==> src/sv/plist_pkg.sv <==
// Shared types and constants for the positional list engine.
// No dependencies; plist_ctrl and the top level use this package.
`default_nettype none

package plist_pkg;

  // Default sizing of the list store
  localparam int CAPACITY_DEF   = 64;
  localparam int DATA_WIDTH_DEF = 32;

  // Fixed field widths of the request and result words
  localparam int ACT_W = 3;
  localparam int POS_W = 7;
  localparam int VAL_W = 32;
  localparam int LEN_W = 7;

  // Request codes
  typedef enum logic [ACT_W-1:0] {
    ACT_INSERT = 3'd0,
    ACT_DELETE = 3'd1,
    ACT_GET    = 3'd2,
    ACT_LOCATE = 3'd3,
    ACT_CLEAR  = 3'd4
  } action_e;

  // Result status codes
  typedef enum logic [1:0] {
    ST_OK       = 2'd0,
    ST_RANGE    = 2'd1,
    ST_FULL     = 2'd2,
    ST_NOTFOUND = 2'd3
  } status_e;

  // Request word
  typedef struct packed {
    logic [ACT_W-1:0]        action;
    logic [POS_W-1:0]        position;
    logic signed [VAL_W-1:0] value;
  } plist_in_t;

  // Result word
  typedef struct packed {
    status_e                 status;
    logic signed [VAL_W-1:0] read_value;
    logic [POS_W-1:0]        found_position;
    logic [LEN_W-1:0]        length;
    logic                    empty_res;
  } plist_out_t;

  // Sequencer status toward the top level
  typedef struct packed {
    logic idle;
    logic done;
  } plist_hs_t;

endpackage

`default_nettype wire

==> src/sv/plist_ram.sv <==
// Entry store of the positional list: one write port, one read port,
// registered read data. Uses no package items.
`default_nettype none

module plist_ram #(
  parameter int DEPTH = 64,
  parameter int WIDTH = 32,
  localparam int AW = (DEPTH > 1) ? $clog2(DEPTH) : 1
) (
  input  wire logic             clk_i,
  input  wire logic             we_i,
  input  wire logic [AW-1:0]    waddr_i,
  input  wire logic [WIDTH-1:0] wdata_i,
  input  wire logic [AW-1:0]    raddr_i,
  output logic      [WIDTH-1:0] rdata_o
);

  logic [WIDTH-1:0] mem [DEPTH];

  // Write port
  always_ff @(posedge clk_i) begin
    if (we_i) begin
      mem[waddr_i] <= wdata_i;
    end
  end

  // Read port, registered read data
  always_ff @(posedge clk_i) begin
    rdata_o <= mem[raddr_i];
  end

endmodule

`default_nettype wire

==> src/sv/plist_ctrl.sv <==
// Sequencer of the positional list: bounds checks, entry count, and the
// one-entry-per-cycle shift and search walk over the store. Uses plist_pkg.
`default_nettype none

module plist_ctrl #(
  parameter int CAPACITY   = plist_pkg::CAPACITY_DEF,
  parameter int DATA_WIDTH = plist_pkg::DATA_WIDTH_DEF,
  localparam int AW = (CAPACITY > 1) ? $clog2(CAPACITY) : 1
) (
  input  wire logic                  clk_i,
  input  wire logic                  rst_ni,
  input  wire logic                  start_i,
  input  wire plist_pkg::plist_in_t  req_i,
  input  wire logic                  ack_i,
  output plist_pkg::plist_out_t      res_o,
  output plist_pkg::plist_hs_t       hs_o,
  output logic                       mem_we_o,
  output logic [AW-1:0]              mem_waddr_o,
  output logic [DATA_WIDTH-1:0]      mem_wdata_o,
  output logic [AW-1:0]              mem_raddr_o,
  input  wire logic [DATA_WIDTH-1:0] mem_rdata_i
);

  import plist_pkg::*;

  localparam int CW   = $clog2(CAPACITY + 1);
  localparam int CMPW = ((CW > POS_W) ? CW : POS_W) + 1;

  typedef enum logic [6:0] {
    S_IDLE  = 7'b0000001,
    S_CHECK = 7'b0000010,
    S_INS   = 7'b0000100,
    S_PUT   = 7'b0001000,
    S_READ  = 7'b0010000,
    S_LOC   = 7'b0100000,
    S_DONE  = 7'b1000000
  } state_e;

  state_e                state_q, state_d;
  logic [ACT_W-1:0]      op_q, op_d;
  logic [POS_W-1:0]      pos_q, pos_d;
  logic [DATA_WIDTH-1:0] word_q, word_d;
  logic [CW-1:0]         count_q, count_d;
  logic [AW-1:0]         ptr_q, ptr_d;
  logic [AW-1:0]         wa_q, wa_d;
  logic [AW-1:0]         last_q, last_d;
  logic [AW-1:0]         p0_q, p0_d;
  logic                  more_q, more_d;
  logic                  pend_q, pend_d;
  logic                  cap_q, cap_d;
  logic [DATA_WIDTH-1:0] rdv_q, rdv_d;
  plist_out_t            res_q, res_d;

  // Finish request from the sequencer
  logic                  fin;
  status_e               fin_status;
  logic [VAL_W-1:0]      fin_rd;
  logic [POS_W-1:0]      fin_found;

  // Bounds arithmetic on the latched request
  logic [CMPW-1:0]       pos_x, cnt_x;
  logic [AW-1:0]         p0, cnt_m1;
  logic                  hit;

  assign pos_x  = CMPW'(pos_q);
  assign cnt_x  = CMPW'(count_q);
  assign p0     = AW'(pos_x - CMPW'(1));
  assign cnt_m1 = AW'(cnt_x - CMPW'(1));
  assign hit    = pend_q && (mem_rdata_i == word_q);

  // Sequencer
  always_comb begin
    state_d     = state_q;
    op_d        = op_q;
    pos_d       = pos_q;
    word_d      = word_q;
    count_d     = count_q;
    ptr_d       = ptr_q;
    wa_d        = wa_q;
    last_d      = last_q;
    p0_d        = p0_q;
    more_d      = more_q;
    pend_d      = pend_q;
    cap_d       = cap_q;
    rdv_d       = rdv_q;
    res_d       = res_q;
    fin         = 1'b0;
    fin_status  = ST_OK;
    fin_rd      = '0;
    fin_found   = '0;
    mem_we_o    = 1'b0;
    mem_waddr_o = wa_q;
    mem_wdata_o = mem_rdata_i;

    case (state_q)
      S_IDLE: begin
        if (start_i) begin
          op_d    = req_i.action;
          pos_d   = req_i.position;
          word_d  = DATA_WIDTH'(req_i.value);
          rdv_d   = '0;
          state_d = S_CHECK;
        end
      end

      S_CHECK: begin
        more_d = 1'b1;
        pend_d = 1'b0;
        cap_d  = 1'b0;
        p0_d   = p0;
        case (op_q)
          ACT_INSERT: begin
            if (pos_q == '0 || pos_x > cnt_x + CMPW'(1)) begin
              fin        = 1'b1;
              fin_status = ST_RANGE;
            end else if (cnt_x == CMPW'(CAPACITY)) begin
              fin        = 1'b1;
              fin_status = ST_FULL;
            end else if (pos_x == cnt_x + CMPW'(1)) begin
              // append at the tail, nothing to shift
              mem_we_o    = 1'b1;
              mem_waddr_o = AW'(count_q);
              mem_wdata_o = word_q;
              count_d     = count_q + CW'(1);
              fin         = 1'b1;
            end else begin
              ptr_d   = cnt_m1;
              state_d = S_INS;
            end
          end
          ACT_DELETE, ACT_GET: begin
            if (pos_q == '0 || pos_x > cnt_x) begin
              fin        = 1'b1;
              fin_status = ST_RANGE;
            end else begin
              ptr_d   = p0;
              last_d  = (op_q == ACT_GET) ? p0 : cnt_m1;
              state_d = S_READ;
            end
          end
          ACT_LOCATE: begin
            if (count_q == '0) begin
              fin        = 1'b1;
              fin_status = ST_NOTFOUND;
            end else begin
              ptr_d   = '0;
              last_d  = cnt_m1;
              state_d = S_LOC;
            end
          end
          ACT_CLEAR: begin
            count_d = '0;
            fin     = 1'b1;
          end
          default: begin
            fin = 1'b1;
          end
        endcase
      end

      // shift entries up by one, walking down from the tail
      S_INS: begin
        if (pend_q) begin
          mem_we_o = 1'b1;
        end
        if (more_q) begin
          pend_d = 1'b1;
          wa_d   = ptr_q + AW'(1);
          if (ptr_q == p0_q) begin
            more_d = 1'b0;
          end else begin
            ptr_d = ptr_q - AW'(1);
          end
        end else begin
          pend_d  = 1'b0;
          state_d = S_PUT;
        end
      end

      // drop the new word into the opened slot
      S_PUT: begin
        mem_we_o    = 1'b1;
        mem_waddr_o = p0_q;
        mem_wdata_o = word_q;
        count_d     = count_q + CW'(1);
        fin         = 1'b1;
      end

      // read the target, then shift the rest down by one (delete)
      S_READ: begin
        if (pend_q) begin
          if (cap_q) begin
            rdv_d = mem_rdata_i;
          end else begin
            mem_we_o = 1'b1;
          end
        end
        if (more_q) begin
          pend_d = 1'b1;
          cap_d  = (ptr_q == p0_q);
          wa_d   = ptr_q - AW'(1);
          if (ptr_q == last_q) begin
            more_d = 1'b0;
          end else begin
            ptr_d = ptr_q + AW'(1);
          end
        end else begin
          fin    = 1'b1;
          fin_rd = VAL_W'(signed'(rdv_d));
          if (op_q == ACT_DELETE) begin
            count_d = count_q - CW'(1);
          end
        end
      end

      // walk from the head, one compare per cycle
      S_LOC: begin
        if (hit) begin
          fin       = 1'b1;
          fin_found = POS_W'(CMPW'(wa_q) + CMPW'(1));
        end else if (!more_q) begin
          fin        = 1'b1;
          fin_status = ST_NOTFOUND;
        end else begin
          pend_d = 1'b1;
          wa_d   = ptr_q;
          if (ptr_q == last_q) begin
            more_d = 1'b0;
          end else begin
            ptr_d = ptr_q + AW'(1);
          end
        end
      end

      S_DONE: begin
        if (ack_i) begin
          state_d = S_IDLE;
        end
      end

      default: begin
        state_d = S_IDLE;
      end
    endcase

    // Build the result word on completion
    if (fin) begin
      state_d              = S_DONE;
      res_d.status         = fin_status;
      res_d.read_value     = fin_rd;
      res_d.found_position = fin_found;
      res_d.length         = LEN_W'(count_d);
      res_d.empty_res      = (count_d == '0);
    end
  end

  assign mem_raddr_o = ptr_q;

  // Control state
  always_ff @(posedge clk_i or negedge rst_ni) begin
    if (!rst_ni) begin
      state_q <= S_IDLE;
      count_q <= '0;
      more_q  <= 1'b0;
      pend_q  <= 1'b0;
      cap_q   <= 1'b0;
    end else begin
      state_q <= state_d;
      count_q <= count_d;
      more_q  <= more_d;
      pend_q  <= pend_d;
      cap_q   <= cap_d;
    end
  end

  // Request and walk registers
  always_ff @(posedge clk_i) begin
    op_q   <= op_d;
    pos_q  <= pos_d;
    word_q <= word_d;
    ptr_q  <= ptr_d;
    wa_q   <= wa_d;
    last_q <= last_d;
    p0_q   <= p0_d;
    rdv_q  <= rdv_d;
    res_q  <= res_d;
  end

  assign res_o   = res_q;
  assign hs_o.idle = (state_q == S_IDLE);
  assign hs_o.done = (state_q == S_DONE);

endmodule

`default_nettype wire

==> src/sv/positional_list_engine.sv <==
// Top level of the positional list engine: request intake, result register,
// sequencer and entry store. Uses plist_pkg, plist_ctrl and plist_ram.
//
//   channel | direction | handshake               | word
//   in      | input     | in_valid_i / in_stall_o  | plist_in_t
//   out     | output    | out_valid_o / out_stall_i| plist_out_t
//
// One request at a time. Insert with a shift and delete walk the entries at or
// after the position, get reads one entry and locate walks from the head up to
// the length; append, clear and errors need no walk. The store's single read
// and single write port set one entry per cycle.
// Reset empties the list at once; the store itself is not cleared.
// A result waiting on out_stall_i does not block the next request.
`default_nettype none

module positional_list_engine #(
  parameter int CAPACITY   = plist_pkg::CAPACITY_DEF,
  parameter int DATA_WIDTH = plist_pkg::DATA_WIDTH_DEF
) (
  input  wire logic                 clk_i,
  input  wire logic                 rst_ni,
  input  wire logic                 in_valid_i,
  output logic                      in_stall_o,
  input  wire plist_pkg::plist_in_t in_data_i,
  output logic                      out_valid_o,
  input  wire logic                 out_stall_i,
  output plist_pkg::plist_out_t     out_data_o
);

  import plist_pkg::*;

  localparam int AW = (CAPACITY > 1) ? $clog2(CAPACITY) : 1;

  plist_hs_t             hs;
  plist_out_t            res;
  logic                  start, ack;
  logic                  out_valid_q;
  plist_out_t            out_q;
  logic                  mem_we;
  logic [AW-1:0]         mem_waddr, mem_raddr;
  logic [DATA_WIDTH-1:0] mem_wdata, mem_rdata;

  // Intake: one request while the sequencer is idle
  assign in_stall_o = !hs.idle;
  assign start      = in_valid_i && hs.idle;

  // Hand the finished result to the output register when it is free
  assign ack = hs.done && (!out_valid_q || !out_stall_i);

  plist_ctrl #(
    .CAPACITY  (CAPACITY),
    .DATA_WIDTH(DATA_WIDTH)
  ) u_ctrl (
    .clk_i      (clk_i),
    .rst_ni     (rst_ni),
    .start_i    (start),
    .req_i      (in_data_i),
    .ack_i      (ack),
    .res_o      (res),
    .hs_o       (hs),
    .mem_we_o   (mem_we),
    .mem_waddr_o(mem_waddr),
    .mem_wdata_o(mem_wdata),
    .mem_raddr_o(mem_raddr),
    .mem_rdata_i(mem_rdata)
  );

  plist_ram #(
    .DEPTH(CAPACITY),
    .WIDTH(DATA_WIDTH)
  ) u_ram (
    .clk_i  (clk_i),
    .we_i   (mem_we),
    .waddr_i(mem_waddr),
    .wdata_i(mem_wdata),
    .raddr_i(mem_raddr),
    .rdata_o(mem_rdata)
  );

  // Output register
  always_ff @(posedge clk_i or negedge rst_ni) begin
    if (!rst_ni) begin
      out_valid_q <= 1'b0;
    end else if (ack) begin
      out_valid_q <= 1'b1;
    end else if (!out_stall_i) begin
      out_valid_q <= 1'b0;
    end
  end

  always_ff @(posedge clk_i) begin
    if (ack) begin
      out_q <= res;
    end
  end

  assign out_valid_o = out_valid_q;
  assign out_data_o  = out_q;

endmodule

`default_nettype wire
==> config.mk <==
export PLATFORM = sky130hd
export DESIGN_NAME = positional_list_engine
export DESIGN_NICKNAME = d
export VERILOG_FILES = /design/src/sv/plist_pkg.sv /design/src/sv/plist_ram.sv /design/src/sv/plist_ctrl.sv /design/src/sv/positional_list_engine.sv
export SDC_FILE = /design/constraint.sdc
export NUM_CORES = 2
export LEC_CHECK = 0
export BUFFER_PORTS_ARGS = -buffer_cell sky130_fd_sc_hd__buf_4
export CELL_PAD_IN_SITES_DETAIL_PLACEMENT = 0
export CELL_PAD_IN_SITES_GLOBAL_PLACEMENT = 1
export CORE_MARGIN = 2
export CORE_UTILIZATION = 30
export DETAILED_ROUTE_END_ITERATION = 8
export GPL_TIMING_DRIVEN = 0
export MAX_ROUTING_LAYER = met4
export PLACE_DENSITY = 0.49
export SYNTH_ARGS = -nofsm -noshare
export SYNTH_HDL_FRONTEND = slang
export SYNTH_HIERARCHICAL = 1
export SYNTH_SLANG_ARGS = --single-unit
==> constraint.sdc <==
create_clock -name clk_i -period 7.79 [get_ports clk_i]
set_input_delay 0.779 -clock clk_i [delete_from_list [all_inputs] [get_ports clk_i]]
set_output_delay 0.779 -clock clk_i [all_outputs]
set_load 0.1 [all_outputs]
Word level (Yosys, flattened, before mapping)
Memories as Yosys holds them, arrays and structs flattened. A register that Yosys moved wholly into a read port is not among the register bits.
Index checks and enable logic that the tools add are counted.
W data, S select, Z words.
{ "classes": {"reduce_logical": 30, "muxes": 93, "n_bitwise": 1, "magnitude_cmp": 2, "n_eq_ne": 41, "addsub": 8} }
{ "ops": {"columns": ["operator", "count"], "rows": [
  ["$mux W32", 7],
  ["$pmux W32 S2", 2],
  ["$mux W6", 21],
  ["$mux W7", 14],
  ["$pmux W7 S3", 2],
  ["$pmux W6 S3", 2],
  ["$pmux W7 S5", 1],
  ["$eq A32 B32 Y1", 1],
  ["$mux W1", 27],
  ["$ne A4 B3 Y1 const B", 6],
  ["$pmux W6 S2", 2],
  ["$pmux W6 S4", 1],
  ["$logic_not A7 Y1", 3],
  ["$reduce_and A10 Y1", 2],
  ["$ne A3 B3 Y1 const B", 6],
  ["$sub A6 B1 Y6 const B", 3],
  ["$pmux W1 S4", 4],
  ["$eq A7 B7 Y1 const B", 2],
  ["$pmux W7 S2", 1],
  ["$eq A6 B6 Y1", 2],
  ["$ne A2 B1 Y1 const B", 6],
  ["$mux W2", 5],
  ["$reduce_and A2 Y1", 5],
  ["$add A7 B1 Y8 const B", 1],
  ["35 further kinds", 49]
]} }
{ "totals": {"ramBits": 2048, "memories": 1, "input_bits": 46, "output_inout_bits": 51, "elab_cells": 200, "register_bits": 214} }
{ "mem_list": {"columns": ["name", "words", "width", "rd", "rd_clocked_by_memory_dff", "write_ports", "line_no", "rtl"], "rows": [
  ["u_ram.mem", 64, 32, 1, 1, 1, "plist_ram.sv:18", "logic [WIDTH-1:0] mem [DEPTH];"]
]} }

Longest topological paths before layout
{ "logic_depth": {"ltp_word": 9, "mapped_depth": 19, "mapped_depth_nobuf": 14} }

Hierarchy
Netlist, hierarchy kept.
{ "by_module_without_submodules": {"columns": ["mod", "n_inst", "area_per_inst_um2", "seq_area_each_um2", "cells_each"], "rows": [
  ["plist_ram", 1, 79039.6, 62139.6, 3511],
  ["plist_ctrl", 1, 8922.3, 4840.9, 835],
  ["positional_list_engine", 1, 1525.2, 1496.4, 54]
]} }

Worst setup path before layout
Ideal clock, no wire load.
{ "synth_path": {"kind": "register to register", "startpoint": "register u_ctrl.count_q[0]", "endpoint": "memory u_ram.mem[28][0], enable pin", "t_required_ns": 7.369, "path_stages_with_launch": 19, "setup_time_ns": 0.421, "n_path_buf": 4, "arrival_ns": 5.706, "setup_slack_ns": 1.663, "synth_period_minus_slack_ns": 6.127, "path_cell_list": "dfrtp_1 -> ha_1 -> nand3_1 -> or3_1 -> and2_1 -> ha_1 -> and3_1 -> nand3_1 -> or4_4 -> buf_6 -> nor2_4 -> nor2_1 -> buf_6 -> a221o_1 -> clkbuf_1 -> or3b_2 -> or2_2 -> clkbuf_1 -> nor2_1"} }
{ "synth_between": {"word_cells_on_any_way": 17, "classes_between": "add/sub: 1; order compare: 1; eq/ne: 2; mux: 12; reduce/logical: 1"} }
{ "synth_rtl": {"columns": ["item", "line_no", "rtl"], "rows": [
  ["start, declared", "plist_ctrl.sv:43", "logic [CW-1:0] count_q, count_d;"],
  ["start signal, assigned", "plist_ctrl.sv:269", "count_q <= count_d;"],
  ["parallel branches: the longest is 4 deep, another holds $add A7 B1 Y8", null, null],
  ["$mux W6 *", "plist_ctrl.sv:113", "if (pos_q == '0 || pos_x > cnt_x + CMPW'(1)) begin"],
  ["$mux W6 *", "plist_ctrl.sv:111", "case (op_q)"],
  ["$pmux W6 S2 *", "plist_ctrl.sv:95", "case (state_q)"],
  ["named net mem_waddr[1]", "positional_list_engine.sv:40", "logic [AW-1:0] mem_waddr, mem_raddr;"],
  ["end, declared", "plist_ram.sv:18", null]
]} }
Mark *: on every way through the listed nets, which the timed path passes.

Final worst setup path
{ "layout_path": {"startpoint": "register u_ctrl.count_q[0]", "endpoint": "memory u_ram.mem[12][0], enable pin"} }
Same word-level chain as after synthesis.

==> flow_summary.toml <==
[floorplan]
die_h_microns = 550.2
ios = 97
core_region_area_sq_um = 296800
initial_utilization_pct = 30.15
die_w_microns = 550.2
dieArea_sq_um = 302700
rows = 200

[final_layout]
instances_no_fill = 9007
nFillCells = 27689
fin_util_pct = 35.62
area_growth_pct = 18.14
nets = 4924
drive_gt1_share_pct = 24.83
multi_input_area_sq_um = 19990
regArea_sq_um = 68480

[setup_path]
max_stage_delay_ns = 0.79
crit_required_ns = 8.35
worst-r2r-setup-slack_ns = 0.70
crit_path_end = "u_ram/mem[12][0]"
endpoint_kind = "flip-flop"
crit_family = "simple AND/OR/NAND/NOR gates"
cp-start-kind = "flip-flop"
critPathArrivalTime_ns = 7.65
r2r-start = "u_ctrl/count_q[0]"
timing.rr.end = "u_ram/mem[12][0]"
startpoint = "u_ctrl/count_q[0]"
path_max_fanout = 19
path_buf_inv = 5
crit_type = "flip-flop to flip-flop"
r2r_cells = 19
path_cells = "ha_1 -> nand3_1 -> or3_1 -> and2_1 -> ha_1 -> and3_1 -> nand3_1 -> or4_4 -> buf_6 -> nor2_4 -> nor2_1 -> buf_6 -> a221o_1 -> clkbuf_1 -> or3b_2 -> or2_2 -> clkbuf_1 -> nor2_4 -> buf_12"
slowest_stage = "nor2_4"
crit_cells = 19

[grt]
grt_first_pass_wirelength_mm = 405.8
grt_max_degree = 65
track_usage_pct = 20.05
antenna_found_initial = 26
first_global_vias = 47105
overflow = 0

[worst_hold_path]
hp-class = "input pin to flip-flop"

[detailed_routing]
drt-initial-drc-count = 5099
drtPass1Iterations = 7
vias = 47239
drt_wl_total_mm = 298.3
drc = 0
wl_per_cell_microns = 33.12
viasPerCell = 5.245
ant_nets = 0

[timing]
worstMarginPinSlew_ns = 1.454
max_freq_ghz = 0.1411
slew_headroom_pct = 3.035
skew_ns = 0.07466
rsz0062_at_grt = "false"
whs_ns = 0.07190
period_share_pct = 91.00
finalHoldViolations = 0
slew_violations = 0
min_period_ns = 7.089
timing.setup.tns_ns = 0
setup_violations = 0

[logic_synthesis]
yosys.area_share.simple_pct = 3.135
synthXorXnorAreaFrac_pct = 0.6753
syn_area_sq_um = 89490
synth_edf_count = 2244
ys_types = 88
ys_ff_latch = 2294
syn-mean-instance-area_sq_um = 20.34
muxShareOfSynthArea_pct = 13.76
synth_ff_type = "edfxtp_1"
syn-num-nets = 4466
synth_fa_ha_area_share_pct = 0.2796
synth_compound_area_share_pct = 3.795
syn_inst = 4400
synth_top_family_by_area = "multiplexers"
yosysWarnings = 6
ys_seq_area_share_pct = 76.52
synth_async_sr_flop_share_pct = 0.7847

[cts]
clkTransAtPathRegs_ns = 0.06
cts_max_level = 4
cts_max_path_buffers = 4
cts_buffers = 244
cts_tree = "built"
insertion_delay_ns = 0.93
clock_sinks = 2294
root_buffer = "clkbuf_16"
cts-resized-gates = 0

[place]
gp_congestion = 0.8490
port_buffers = 96
hpwl_mm = 202.8
placed_cells = 8541

[power]
p_leak_nw = 33.45
ir_drop_mv = 0.2283
power_density_nw_per_um2 = 312.6

[flow_run]
drv_cap = 0

[run_status]
outcome = "completed"
==> worst min-delay path by stage <==
stage	start	to	cells past startpoint
floorplan	u_ctrl/res_o[0]	out_data_o[0]	0
global placement	u_ctrl/res_o[0]	out_data_o[0]	0
detailed placement	u_ctrl/res_o[7]	out_data_o[7]	0
CTS	in_data_i[26]	u_ctrl/word_q[26]	1
global route	in_data_i[26]	u_ctrl/word_q[26]	1
finish	in_data_i[26]	u_ctrl/word_q[26]	1
==> cell usage after synthesis, types with 6 or more instances <==
cell	instances	area share (%)
o211ai_1	16	0.13
a211o_1	9	0.088
o22a_1	12	0.12
nand3b_1	7	0.059
nor2b_1	20	0.14
buf_4	29	0.24
edfxtp_1	2244	75
a22oi_1	130	1.1
inv_1	34	0.14
a221oi_1	6	0.059
o22ai_1	56	0.39
xnor2_1	53	0.52
xor2_1	16	0.16
nand3_1	71	0.40
a22o_1	12	0.12
buf_6	34	0.43
nor4_1	6	0.042
and3_1	15	0.10
buf_1	16	0.067
buf_2	69	0.39
dfxtp_1	32	0.72
mux2i_1	227	2.5
nand4_1	14	0.098
nand2b_1	10	0.070
mux4_2	446	11
or2_2	9	0.063
o221ai_1	20	0.20
a311oi_1	6	0.059
a221o_1	6	0.067
clkbuf_1	96	0.40
nor3_1	59	0.33
a31oi_1	24	0.17
a211oi_1	25	0.21
a311o_1	13	0.15
and2_1	8	0.056
nand2_1	166	0.70
o21ai_0	48	0.27
nor2_1	161	0.68
dfrtp_1	17	0.48
ha_1	20	0.28
a21oi_1	53	0.30
==> cell usage in the layout (no fill, tap or decap), types with 17 or more instances in the layout <==
cell type,synthesis,routed
clkbuf_1,96,154
clkinv_2,0,51
buf_16,0,20
clkbuf_16,0,247
a31oi_1,24,24
nor3_1,59,59
bufinv_16,0,17
dfrtp_1,17,17
mux2i_1,227,227
ha_1,20,20
xnor2_1,53,53
nand3_1,71,70
mux4_2,446,446
nand2_2,0,24
o221ai_1,20,20
dfxtp_1,32,32
nand2_1,166,134
o21ai_0,48,48
edfxtp_1,2244,2244
buf_6,34,34
a211oi_1,25,25
inv_1,34,34
buf_2,69,70
nor2_4,1,65
nor2_1,161,96
clkinv_1,0,53
buf_4,29,125
buf_12,3,88
a22oi_1,130,130
nor2b_1,20,20
a21oi_1,53,53
o22ai_1,56,56
==> where the power goes <==
part           internal (mW)  switching, mW  leakage [nW]
Combinational           1.72           4.55          9.06
Sequential              15.2          0.305          20.7
Clock                   6.36           4.88          3.71
==> cell type report <==
class                   count  share of cell area (%)
well taps                3939                   4.662
plain buffers             253                   1.426
diodes                     13                 0.03077
repair buffers            212                   2.921
flip-flops and latches   2294                   64.77
clock inverters           138                   1.107
multi-input cells        1818                   18.91
clock buffers             305                   6.052
inverters                  35                  0.1243
==> registers in the layout, indices dropped and copies added (netlist names), 7 cells and up <==
register,cells
u_ctrl/state_q,7
u_ram/mem,2048
u_ram/rdata_o,32
out_data_o,49
u_ctrl/word_q,32
u_ctrl/rdv_q,32
u_ctrl/pos_q,7
u_ctrl/res_o,49
u_ctrl/count_q,7
==> timing repair <==
item / in CTS / in global routing
hold endpoints to repair: 27 / 0
setup buffers: 0 / 0
hold buffers: 10 / 0
==> metal layers <==
layer	wire (microns)	share of wire, %	GRT usage [%]
met5	0	0	-
met4	6141	2.1	4.021
met3	20730	6.9	3.797
met2	137800	46	30.66
met1	133700	45	27.91
==> kinds of logic after synthesis <==
kind of cell,after synthesis
flops,2294
mux,673
buf+inv,288
xor+xnor,69
compound gates,473
fa+ha+maj,20
simple gates,583
==> through the flow <==
step	power, mW	instance area (sq um)	worst slack [ns]
after floorplan	18.91	89490	1.663
after global placement	21.86	95140	-2.142
after detailed placement	22.07	98020	0.7401
after CTS	33.33	105700	0.7044
after global routing	34.16	105700	0.5027
final	33.05	105700	0.7013
(Power assumes the default switching activity.)
